File: src/rtl/cal_pkg.sv
// Shared types and constants of the cover art locator.
// Depends on nothing; used by the walkers, the top level and the checker.
package cal_pkg;

   localparam int unsigned CAL_SCAN_LIMIT_DEFAULT = 262144;

   localparam logic [31:0] TAG_APIC = 32'h41504943;
   localparam logic [31:0] TAG_COVR = 32'h636F7672;
   localparam logic [31:0] TAG_FLAC = 32'h664C6143;
   localparam logic [31:0] TAG_FTYP = 32'h66747970;
   localparam logic [31:0] TAG_PICT = 32'h50494354;
   localparam logic [23:0] TAG_ID3  = 24'h494433;

   localparam logic [6:0]  FLAC_PICTURE_TYPE = 7'd6;
   localparam logic [32:0] ID3_HDR_LEN       = 33'd10;
   localparam logic [32:0] ID3_FIRST_FRAME   = 33'd10;
   localparam logic [32:0] FLAC_FIRST_BLOCK  = 33'd4;

   typedef enum logic [1:0] {
      CONT_NONE = 2'd0,
      CONT_ID3  = 2'd1,
      CONT_FLAC = 2'd2,
      CONT_MP4  = 2'd3
   } container_type;

   typedef enum logic [2:0] {
      WALK_GO    = 3'b001,
      WALK_FOUND = 3'b010,
      WALK_STOP  = 3'b100
   } walk_state_type;

   // What every walker sees of the byte being taken.
   typedef struct packed {
      logic          advance;  // an item is taken this cycle
      logic          clear;    // the item is the last of its file
      logic [31:0]   pos;
      logic [63:0]   recent;   // newest byte in the low byte
      logic [31:0]   limit;
      logic [31:0]   len;
      container_type kind;     // container after this byte
   } step_type;

   // A walker's verdict after this byte.
   typedef struct packed {
      logic        found;
      logic [31:0] offset;
      logic [31:0] size;
   } hit_type;

endpackage

File: src/rtl/cal_if.sv
// Valid/ready channel interfaces for the byte stream and the result.
// Depends on nothing.
interface cal_req_if;
   logic        valid;
   logic        ready;
   logic [7:0]  data_byte;
   logic        last_byte;
   logic [31:0] file_length;

   modport source(output valid, data_byte, last_byte, file_length, input ready);
   modport sink(input valid, data_byte, last_byte, file_length, output ready);
endinterface

interface cal_rsp_if;
   logic        valid;
   logic        ready;
   logic        found;
   logic [1:0]  container;
   logic [31:0] image_offset;
   logic [31:0] image_size;

   modport source(output valid, found, container, image_offset, image_size, input ready);
   modport sink(input valid, found, container, image_offset, image_size, output ready);
endinterface

File: src/rtl/cal_id3_walker.sv
// ID3v2 frame walker: follows 10-byte frame headers and stops at APIC.
// Depends on cal_pkg.
module cal_id3_walker
   import cal_pkg::*;
(
   input  logic     clock,
   input  logic     reset,
   input  step_type step,
   output hit_type  hit
);

   logic [32:0]    start_ff, start_in, start_upd;
   walk_state_type state_ff, state_in, state_upd;
   logic [31:0]    off_ff, off_in, off_upd;
   logic [31:0]    size_ff, size_in, size_upd;

   logic [32:0] hdr_pos;
   logic [33:0] hdr_end;
   logic [28:0] frame_size;
   logic [32:0] frame_end;
   logic        at_header;

   assign hdr_pos    = start_ff + 33'd7;
   assign hdr_end    = {1'b0, start_ff} + {1'b0, ID3_HDR_LEN};
   // size bytes are ORed as they stand, not masked to seven bits
   assign frame_size = {step.recent[31:24], 21'd0}
                     | {7'd0, step.recent[23:16], 14'd0}
                     | {14'd0, step.recent[15:8], 7'd0}
                     | {21'd0, step.recent[7:0]};
   assign frame_end  = hdr_end[32:0] + {4'd0, frame_size};
   assign at_header  = step.advance && (step.kind == CONT_ID3) && (state_ff == WALK_GO)
                     && ({1'b0, step.pos} == hdr_pos);

   always_comb begin
      start_upd = start_ff;
      state_upd = state_ff;
      off_upd   = off_ff;
      size_upd  = size_ff;
      if (at_header) begin
         if (hdr_end >= {2'd0, step.limit}) begin
            state_upd = WALK_STOP;
         end else if (frame_size == '0 || frame_end > {1'b0, step.limit}) begin
            state_upd = WALK_STOP;
         end else if (step.recent[63:32] == TAG_APIC) begin
            state_upd = WALK_FOUND;
            off_upd   = hdr_end[31:0];
            size_upd  = {3'd0, frame_size};
         end else begin
            start_upd = frame_end;
         end
      end
   end

   assign start_in = step.clear ? ID3_FIRST_FRAME : start_upd;
   assign state_in = step.clear ? WALK_GO : state_upd;
   assign off_in   = off_upd;
   assign size_in  = size_upd;

   always_ff @(posedge clock) begin
      if (reset) begin
         start_ff <= ID3_FIRST_FRAME;
         state_ff <= WALK_GO;
      end else begin
         start_ff <= start_in;
         state_ff <= state_in;
      end
   end

   always_ff @(posedge clock) begin
      off_ff  <= off_in;
      size_ff <= size_in;
   end

   assign hit.found  = (state_upd == WALK_FOUND);
   assign hit.offset = off_upd;
   assign hit.size   = size_upd;

endmodule

File: src/rtl/cal_flac_walker.sv
// FLAC metadata block walker: follows block headers up to the last-block flag.
// Depends on cal_pkg.
module cal_flac_walker
   import cal_pkg::*;
(
   input  logic     clock,
   input  logic     reset,
   input  step_type step,
   output hit_type  hit
);

   logic [32:0]    start_ff, start_in, start_upd;
   walk_state_type state_ff, state_in, state_upd;
   logic [31:0]    off_ff, off_in, off_upd;
   logic [31:0]    size_ff, size_in, size_upd;

   logic [32:0] hdr_pos;
   logic [33:0] data_wide;
   logic [33:0] blk_end;
   logic [7:0]  header;
   logic [23:0] blk_size;
   logic        at_header;

   assign header    = step.recent[31:24];
   assign blk_size  = step.recent[23:0];
   assign hdr_pos   = start_ff + 33'd3;
   assign data_wide = {1'b0, start_ff} + 34'd4;
   assign blk_end   = {1'b0, data_wide[32:0]} + {10'd0, blk_size};
   assign at_header = step.advance && (step.kind == CONT_FLAC) && (state_ff == WALK_GO)
                    && ({1'b0, step.pos} == hdr_pos);

   always_comb begin
      start_upd = start_ff;
      state_upd = state_ff;
      off_upd   = off_ff;
      size_upd  = size_ff;
      if (at_header) begin
         if (data_wide >= {2'd0, step.limit}) begin
            state_upd = WALK_STOP;
         end else if (blk_end > {2'd0, step.len}) begin
            // block runs past the file itself
            state_upd = WALK_STOP;
         end else if (header[6:0] == FLAC_PICTURE_TYPE) begin
            state_upd = WALK_FOUND;
            off_upd   = data_wide[31:0];
            size_upd  = {8'd0, blk_size};
         end else begin
            start_upd = blk_end[32:0];
            if (header[7]) begin
               state_upd = WALK_STOP;
            end
         end
      end
   end

   assign start_in = step.clear ? FLAC_FIRST_BLOCK : start_upd;
   assign state_in = step.clear ? WALK_GO : state_upd;
   assign off_in   = off_upd;
   assign size_in  = size_upd;

   always_ff @(posedge clock) begin
      if (reset) begin
         start_ff <= FLAC_FIRST_BLOCK;
         state_ff <= WALK_GO;
      end else begin
         start_ff <= start_in;
         state_ff <= state_in;
      end
   end

   always_ff @(posedge clock) begin
      off_ff  <= off_in;
      size_ff <= size_in;
   end

   assign hit.found  = (state_upd == WALK_FOUND);
   assign hit.offset = off_upd;
   assign hit.size   = size_upd;

endmodule

File: src/rtl/cal_mp4_scanner.sv
// MP4 scanner: after an ftyp brand, checks every 4-aligned box for covr.
// Depends on cal_pkg.
module cal_mp4_scanner
   import cal_pkg::*;
(
   input  logic     clock,
   input  logic     reset,
   input  step_type step,
   output hit_type  hit
);

   logic        ftyp_ff, ftyp_in, ftyp_upd;
   logic        hit_ff, hit_in, hit_upd;
   logic [31:0] off_ff, off_in, off_upd;
   logic [31:0] size_ff, size_in, size_upd;

   logic [32:0] next_pos;
   logic [31:0] box_start;
   logic [32:0] box_end;
   logic [31:0] box_size;
   logic        at_box;

   assign box_size  = step.recent[63:32];
   assign next_pos  = {1'b0, step.pos} + 33'd1;
   assign box_start = step.pos - 32'd7;
   assign box_end   = {1'b0, box_start} + {1'b0, box_size};

   assign ftyp_upd = ftyp_ff
                   || (step.advance && step.pos == 32'd7 && step.recent[31:0] == TAG_FTYP);
   assign at_box   = step.advance && ftyp_upd && !hit_ff && (step.pos >= 32'd7)
                   && (step.pos[1:0] == 2'd3);

   always_comb begin
      hit_upd  = hit_ff;
      off_upd  = off_ff;
      size_upd = size_ff;
      // an oversized covr is skipped and the scan goes on
      if (at_box && next_pos < {1'b0, step.limit} && step.recent[31:0] == TAG_COVR
          && box_end <= {1'b0, step.len}) begin
         hit_upd  = 1'b1;
         off_upd  = next_pos[31:0];
         size_upd = box_size - 32'd8;
      end
   end

   assign ftyp_in = step.clear ? 1'b0 : ftyp_upd;
   assign hit_in  = step.clear ? 1'b0 : hit_upd;
   assign off_in  = off_upd;
   assign size_in = size_upd;

   always_ff @(posedge clock) begin
      if (reset) begin
         ftyp_ff <= 1'b0;
         hit_ff  <= 1'b0;
      end else begin
         ftyp_ff <= ftyp_in;
         hit_ff  <= hit_in;
      end
   end

   always_ff @(posedge clock) begin
      off_ff  <= off_in;
      size_ff <= size_in;
   end

   assign hit.found  = hit_upd;
   assign hit.offset = off_upd;
   assign hit.size   = size_upd;

endmodule

File: src/rtl/cover_art_locator.sv
// Top level of the cover art locator: byte tracking, walkers and result register.
// Depends on cal_pkg, cal_if, cal_id3_walker, cal_flac_walker and cal_mp4_scanner.
//
// The block takes an audio file one byte per item, from offset zero, together
// with the file length, and reports where embedded cover art sits. Three walkers
// watch the first min(file_length, SCAN_LIMIT) bytes at once: ID3v2 frames up to
// the first APIC frame, FLAC metadata blocks up to the last-block flag (a
// picture block counts only if "PICT" shows up in the window), and 4-aligned
// MP4 "covr" boxes once "ftyp" sits at bytes 4 to 7. The item flagged as the
// last byte produces exactly one result, chosen ID3 first, then FLAC, then MP4,
// or found = 0 with every field zero; the block then starts afresh for the next
// file. A stream runs at one byte per clock; the result appears in the output
// register in the cycle after the last byte is taken. The input stalls only
// while a result sits unclaimed and the sink holds ready low. The longest path
// is a walker's 33-bit header add and limit compare, done in the cycle the item
// is taken.
module cover_art_locator
   import cal_pkg::*;
#(
   parameter int unsigned SCAN_LIMIT = CAL_SCAN_LIMIT_DEFAULT
) (
   input  logic        clock,
   input  logic        reset,
   cal_req_if.sink     req_ch,
   cal_rsp_if.source   rsp_ch
);

   localparam logic [31:0] SCAN_LIMIT_W = 32'(SCAN_LIMIT);

   // byte tracking
   logic [31:0]   count_ff, count_in, count_upd;
   logic [63:0]   recent_ff, recent_in, recent_upd;
   container_type kind_ff, kind_in, kind_upd;
   logic          pict_ff, pict_in, pict_upd;

   // result register
   logic          rsp_valid_ff, rsp_valid_in;
   logic          found_ff, found_in;
   container_type cont_ff, cont_in;
   logic [31:0]   offset_ff, offset_in;
   logic [31:0]   size_ff, size_in;

   logic     take;
   logic     take_last;
   logic     load_rsp;
   logic [31:0] limit;
   step_type step;
   hit_type  id3_hit;
   hit_type  flac_hit;
   hit_type  mp4_hit;

   // Take a new item whenever the result register is free or being drained.
   assign req_ch.ready = !rsp_valid_ff || rsp_ch.ready;
   assign take         = req_ch.valid && req_ch.ready;
   assign take_last    = take && req_ch.last_byte;

   assign limit = (req_ch.file_length < SCAN_LIMIT_W) ? req_ch.file_length : SCAN_LIMIT_W;
   assign recent_upd = {recent_ff[55:0], req_ch.data_byte};

   // Magic numbers sit at fixed offsets; FLAC is checked after ID3.
   always_comb begin
      kind_upd = kind_ff;
      if (count_ff == 32'd2 && recent_upd[23:0] == TAG_ID3) begin
         kind_upd = CONT_ID3;
      end
      if (count_ff == 32'd3 && recent_upd[31:0] == TAG_FLAC) begin
         kind_upd = CONT_FLAC;
      end
   end

   assign pict_upd = pict_ff || (count_ff >= 32'd3 && count_ff < limit
                                 && recent_upd[31:0] == TAG_PICT);

   // Saturate the byte count: offsets that far out lie beyond every window.
   assign count_upd = (count_ff == '1) ? count_ff : count_ff + 32'd1;

   assign step.advance = take;
   assign step.clear   = take_last;
   assign step.pos     = count_ff;
   assign step.recent  = recent_upd;
   assign step.limit   = limit;
   assign step.len     = req_ch.file_length;
   assign step.kind    = kind_upd;

   cal_id3_walker u_id3 (
      .clock (clock),
      .reset (reset),
      .step  (step),
      .hit   (id3_hit)
   );

   cal_flac_walker u_flac (
      .clock (clock),
      .reset (reset),
      .step  (step),
      .hit   (flac_hit)
   );

   cal_mp4_scanner u_mp4 (
      .clock (clock),
      .reset (reset),
      .step  (step),
      .hit   (mp4_hit)
   );

   // Advance the tracking state on every item; drop it all after the last one.
   always_comb begin
      count_in  = count_ff;
      recent_in = recent_ff;
      kind_in   = kind_ff;
      pict_in   = pict_ff;
      if (take_last) begin
         count_in  = '0;
         recent_in = '0;
         kind_in   = CONT_NONE;
         pict_in   = 1'b0;
      end else if (take) begin
         count_in  = count_upd;
         recent_in = recent_upd;
         kind_in   = kind_upd;
         pict_in   = pict_upd;
      end
   end

   // Pick the result by priority: ID3, then FLAC with a PICT seen, then MP4.
   always_comb begin
      found_in  = 1'b0;
      cont_in   = CONT_NONE;
      offset_in = '0;
      size_in   = '0;
      priority if (kind_upd == CONT_ID3 && id3_hit.found) begin
         found_in  = 1'b1;
         cont_in   = CONT_ID3;
         offset_in = id3_hit.offset;
         size_in   = id3_hit.size;
      end else if (kind_upd == CONT_FLAC && flac_hit.found && pict_upd) begin
         found_in  = 1'b1;
         cont_in   = CONT_FLAC;
         offset_in = flac_hit.offset;
         size_in   = flac_hit.size;
      end else if (mp4_hit.found) begin
         found_in  = 1'b1;
         cont_in   = CONT_MP4;
         offset_in = mp4_hit.offset;
         size_in   = mp4_hit.size;
      end else begin
         found_in  = 1'b0;
      end
   end

   // Hold the result until the sink takes it.
   assign load_rsp     = take_last;
   assign rsp_valid_in = load_rsp || (rsp_valid_ff && !rsp_ch.ready);

   always_ff @(posedge clock) begin
      if (reset) begin
         count_ff     <= '0;
         recent_ff    <= '0;
         kind_ff      <= CONT_NONE;
         pict_ff      <= 1'b0;
         rsp_valid_ff <= 1'b0;
      end else begin
         count_ff     <= count_in;
         recent_ff    <= recent_in;
         kind_ff      <= kind_in;
         pict_ff      <= pict_in;
         rsp_valid_ff <= rsp_valid_in;
      end
   end

   always_ff @(posedge clock) begin
      if (load_rsp) begin
         found_ff  <= found_in;
         cont_ff   <= cont_in;
         offset_ff <= offset_in;
         size_ff   <= size_in;
      end
   end

   assign rsp_ch.valid        = rsp_valid_ff;
   assign rsp_ch.found        = found_ff;
   assign rsp_ch.container    = cont_ff;
   assign rsp_ch.image_offset = offset_ff;
   assign rsp_ch.image_size   = size_ff;

endmodule

File: src/flat_wrapper.sv
// flat-port wrapper written by rule: the top's interface ports become plain ports
module cover_art_locator_flat import cal_pkg::*;
#(
   parameter int unsigned SCAN_LIMIT = CAL_SCAN_LIMIT_DEFAULT
)
  (clock, reset, req_ch_valid, req_ch_data_byte, req_ch_last_byte, req_ch_file_length, req_ch_ready, rsp_ch_valid, rsp_ch_found, rsp_ch_container, rsp_ch_image_offset, rsp_ch_image_size, rsp_ch_ready);
  cal_req_if req_ch_i ();
  cal_rsp_if rsp_ch_i ();
  input  logic clock;
  input  logic reset;
  input wire logic [$bits(req_ch_i.valid)-1:0] req_ch_valid;
  input wire logic [$bits(req_ch_i.data_byte)-1:0] req_ch_data_byte;
  input wire logic [$bits(req_ch_i.last_byte)-1:0] req_ch_last_byte;
  input wire logic [$bits(req_ch_i.file_length)-1:0] req_ch_file_length;
  output wire logic [$bits(req_ch_i.ready)-1:0] req_ch_ready;
  output wire logic [$bits(rsp_ch_i.valid)-1:0] rsp_ch_valid;
  output wire logic [$bits(rsp_ch_i.found)-1:0] rsp_ch_found;
  output wire logic [$bits(rsp_ch_i.container)-1:0] rsp_ch_container;
  output wire logic [$bits(rsp_ch_i.image_offset)-1:0] rsp_ch_image_offset;
  output wire logic [$bits(rsp_ch_i.image_size)-1:0] rsp_ch_image_size;
  input wire logic [$bits(rsp_ch_i.ready)-1:0] rsp_ch_ready;
  assign req_ch_i.valid = req_ch_valid;
  assign req_ch_i.data_byte = req_ch_data_byte;
  assign req_ch_i.last_byte = req_ch_last_byte;
  assign req_ch_i.file_length = req_ch_file_length;
  assign req_ch_ready = req_ch_i.ready;
  assign rsp_ch_valid = rsp_ch_i.valid;
  assign rsp_ch_found = rsp_ch_i.found;
  assign rsp_ch_container = rsp_ch_i.container;
  assign rsp_ch_image_offset = rsp_ch_i.image_offset;
  assign rsp_ch_image_size = rsp_ch_i.image_size;
  assign rsp_ch_i.ready = rsp_ch_ready;
  cover_art_locator #(.SCAN_LIMIT(SCAN_LIMIT)) u_core (.clock(clock), .reset(reset), .req_ch(req_ch_i), .rsp_ch(rsp_ch_i));
endmodule
File: config.mk
export PLATFORM = sky130hd
export DESIGN_NAME = cover_art_locator_flat
export DESIGN_NICKNAME = d
export VERILOG_FILES = /design/src/rtl/cal_pkg.sv /design/src/rtl/cal_if.sv /design/src/rtl/cal_id3_walker.sv /design/src/rtl/cal_flac_walker.sv /design/src/rtl/cal_mp4_scanner.sv /design/src/rtl/cover_art_locator.sv /design/src/flat_wrapper.sv
export SDC_FILE = /design/constraint.sdc
export NUM_CORES = 1
export LEC_CHECK = 0
export ABC_AREA = 1
export ABC_CLOCK_PERIOD_IN_PS = 6000
export BUFFER_PORTS_ARGS = -buffer_cell sky130_fd_sc_hd__buf_2
export CORE_ASPECT_RATIO = 1.25
export CORE_UTILIZATION = 25
export DETAILED_ROUTE_END_ITERATION = 7
export GPL_ROUTABILITY_DRIVEN = 0
export HOLD_SLACK_MARGIN = 0.05
export SLEW_MARGIN = 20
export SYNTH_ARGS = -nofsm -noshare
export SYNTH_HDL_FRONTEND = slang
export SYNTH_HIERARCHICAL = 1
export SYNTH_SLANG_ARGS = --single-unit
File: constraint.sdc
create_clock -name clock -period 6 [get_ports clock]
set_input_delay 0.6 -clock clock [delete_from_list [all_inputs] [get_ports clock]]
set_output_delay 0.6 -clock clock [all_outputs]
set_load 0.01 [all_outputs]
==> metrics.csv <==
metric,value,unit
cp.arrival,6.65,ns
worstSkewPairLatency,0.68,ns
worstPathRequired,6.50,ns
core_area,0.147,sq mm
synth_seq_cells,425,
rsz0062_at_grt,true,
overflow,0,
period_share,1.03,
cts_hold_buf,0,
fillers,15700,
critical_path.max_fanout,21,
dr.pass1.iters,7,
failed_checks,setup timing,
areaGrowthSynthToFinish,31.8,%
outcome,"complete, but fails checks",
period_needed,6.15,ns
synth_compound_area_frac,0.0734,
synthAdderAreaFrac,0.110,
hpwl,134000,um
synth-simple-area-share,0.382,
synth-edff-count,67,
worst_slew_margin_rel,0.310,
power-per-cell-area,139,mW/mm^2
setup_viol,55,
largest-register,u_core/recent_ff,
crit_path_max_incr_delay,0.37,ns
syn-cell-area,0.0369,sq mm
largest_register_ffs,56,
ys.flop_type,dfxtp_1,
vias,42700,
fp.dieH,431,um
syn_inst,5948,
globalRouteTotalUtil,0.219,
cts_buffers,51,
grt_pass1_wl,247000,um
ios,114,
start_util,0.252,
synth_mux_area_frac,0,
drc,0,
power.total,0.00678,W
synth_xor_area_frac,0.0650,
cts_root_buf,clkbuf_16,
start_kind,flop,
io_buffers,113,
leakagePower,24.8,nW
nNetsFinal,7061,
rows,157,
ir_worst_vdd,207,uV
grt_start_max_net_pins,66,
die_w,346,um
max-cap-violations,0,
fin_hold_ws,0.370,ns
wl_per_cell,20.1,um
fmax,163,MHz
grt_pass1_vias,40300,
dpl_cell_area,0.0439,sq mm
design_area,0.0486,sq mm
clock_path_buffers,3,
cp-end-kind,flop,
slew_violations,0,
tightest_slew,1.03,ns
synth_top_family_by_area,simple AND/OR/NAND/NOR gates,
reg.largest.list,"u_core/recent_ff x56, u_core/u_flac/start_ff x33, u_core/u_id3/start_ff x33",
ys_warn_count,6,
critPathSlowestCell,dfxtp_2,
worstSetupPathType,reg -> reg,
layout_common_cells,"1961 x nand2_1, 888 x inv_1, 636 x buf_4, 547 x nor2_1, 330 x dfxtp_1",
drt-total-wl,173000,um
cts_tree,done,
min_path_type,in -> reg,
first_iter_violations,4117,
worst_slack,-0.151,ns
cts_max_level,2,
antenna_found_initial,2,
dieArea,0.149,sq mm
drive_gt1_frac,0.198,
clk_pin_slew,0.06,ns
synth_cell_type_count,62,
finClkSkew,0.0523,ns
via_per_inst,4.94,
syn_avg_cell_area,6.20,sq um
ys_seq_area_frac,0.249,
ant_nets,0,
final_common_cell,nand2_1,
hold_viol_final,0,
async_reset_ff_frac,0,
clock-sinks,425,
-- metrics by stage --
stage                     cells  setup slack [ns]  utilization  setup TNS [ns]
final                      8642            -0.151        0.332           -2.68
after global routing       8642            -0.261        0.332          -12.24
after CTS                  8599          -0.00744        0.318         -0.0211
after detailed placement   8469            -0.768        0.300          -52.68
after global placement     8469            -0.768        0.300          -50.43
after floorplan            5998             0.463            -               0
-- worst max-delay path: cells and delay by family, from the launching register on --
kind,cells,cell delay (ns)
AND/OR/NAND/NOR,21,3.07
flip-flops,1,0.37
adder cells (fa/ha/maj),3,0.75
buffers and inverters,8,1.19
AO/OA/AOI/OAI,2,0.33
XOR/XNOR,2,0.26
-- report_power, final --
group	internal (W)	total (W)	switching [W]	leakage, nW
clock network	0.00181	0.00325	0.00144	0.839
registers	0.00291	0.00294	0.0000265	3.55
logic	0.000202	0.000597	0.000394	20.4
total	0.00492	0.00678	0.00186	24.8
-- logic make-up (layout without fill, tap and decap cells) --
kind of cell	count (synthesis)	in the layout
AOI/OAI and AO/OA	500	500
and+or+nand+nor	3337	3337
adders and majority gates	323	323
buffers and inverters	1089	1824
other	2	53
DFF	425	425
xor gates and xnor gates	272	272
-- Yosys cell counts, types with 15 or more instances --
cell / n / area share
nand2_1: 2033 / 0.21
inv_1: 904 / 0.092
nor2_1: 592 / 0.060
dfxtp_1: 358 / 0.19
ha_1: 320 / 0.11
nand3_1: 290 / 0.039
a21oi_1: 274 / 0.037
xor2_1: 209 / 0.050
nand4_1: 164 / 0.028
o21ai_0: 124 / 0.017
edfxtp_1: 67 / 0.055
buf_2: 64 / 0.0087
nor3_1: 64 / 0.0087
xnor2_1: 62 / 0.015
nor4_1: 49 / 0.0083
clkbuf_1: 40 / 0.0041
nor2_2: 36 / 0.0061
nand3b_1: 29 / 0.0059
buf_6: 28 / 0.0085
o21ai_1: 23 / 0.0031
inv_2: 21 / 0.0021
nand2_2: 16 / 0.0027
buf_4: 15 / 0.0031
-- worst paths after layout --
| path | cells past startpoint | slack, ns | end | from |
|---|---|---|---|---|
| setup / recovery | 36 | -0.15 | u_core/rsp_ch.image_offset[15]$_DFFE_PP_ | u_core/count_ff[0]$_SDFFE_PP0P_ |
| hold / removal | 6 | 0.37 | u_core/rsp_ch.valid$_SDFF_PP0_ | rsp_ch_ready |
| setup reg to reg | 36 | -0.15 | u_core/rsp_ch.image_offset[15]$_DFFE_PP_ | u_core/count_ff[0]$_SDFFE_PP0P_ |
| hold reg to reg | 2 | 0.42 | u_core/u_id3/size_ff[30]$_DFF_P_ | u_core/u_id3/size_ff[30]$_DFF_P_ |
-- layer usage --
metal / GRT usage / share of wire
met3: 0.0460 / 0.092
met1: 0.244 / 0.36
met5: 0 / 0.000069
met4: 0.175 / 0.096
met2: 0.361 / 0.45
-- timing repair --
item	CTS	global route
gates resized for setup	122	331
setup endpoints to repair	197	208
pin swaps	29	115
cloned	7	10
buffers inserted	30	33
-- cell type report --
type / count / area, sq um / area share
antenna: 1 / 2.50 / 0.0000515
clock buffer: 63 / 1400 / 0.0288
clock inverter: 30 / 310 / 0.00638
inverter: 929 / 3500 / 0.0720
multi-input combinational: 4484 / 25400 / 0.522
sequential: 425 / 9230 / 0.190
tap: 1908 / 2390 / 0.0491
timing repair buffer: 802 / 6400 / 0.132
Power figures use the tool's default switching activity.
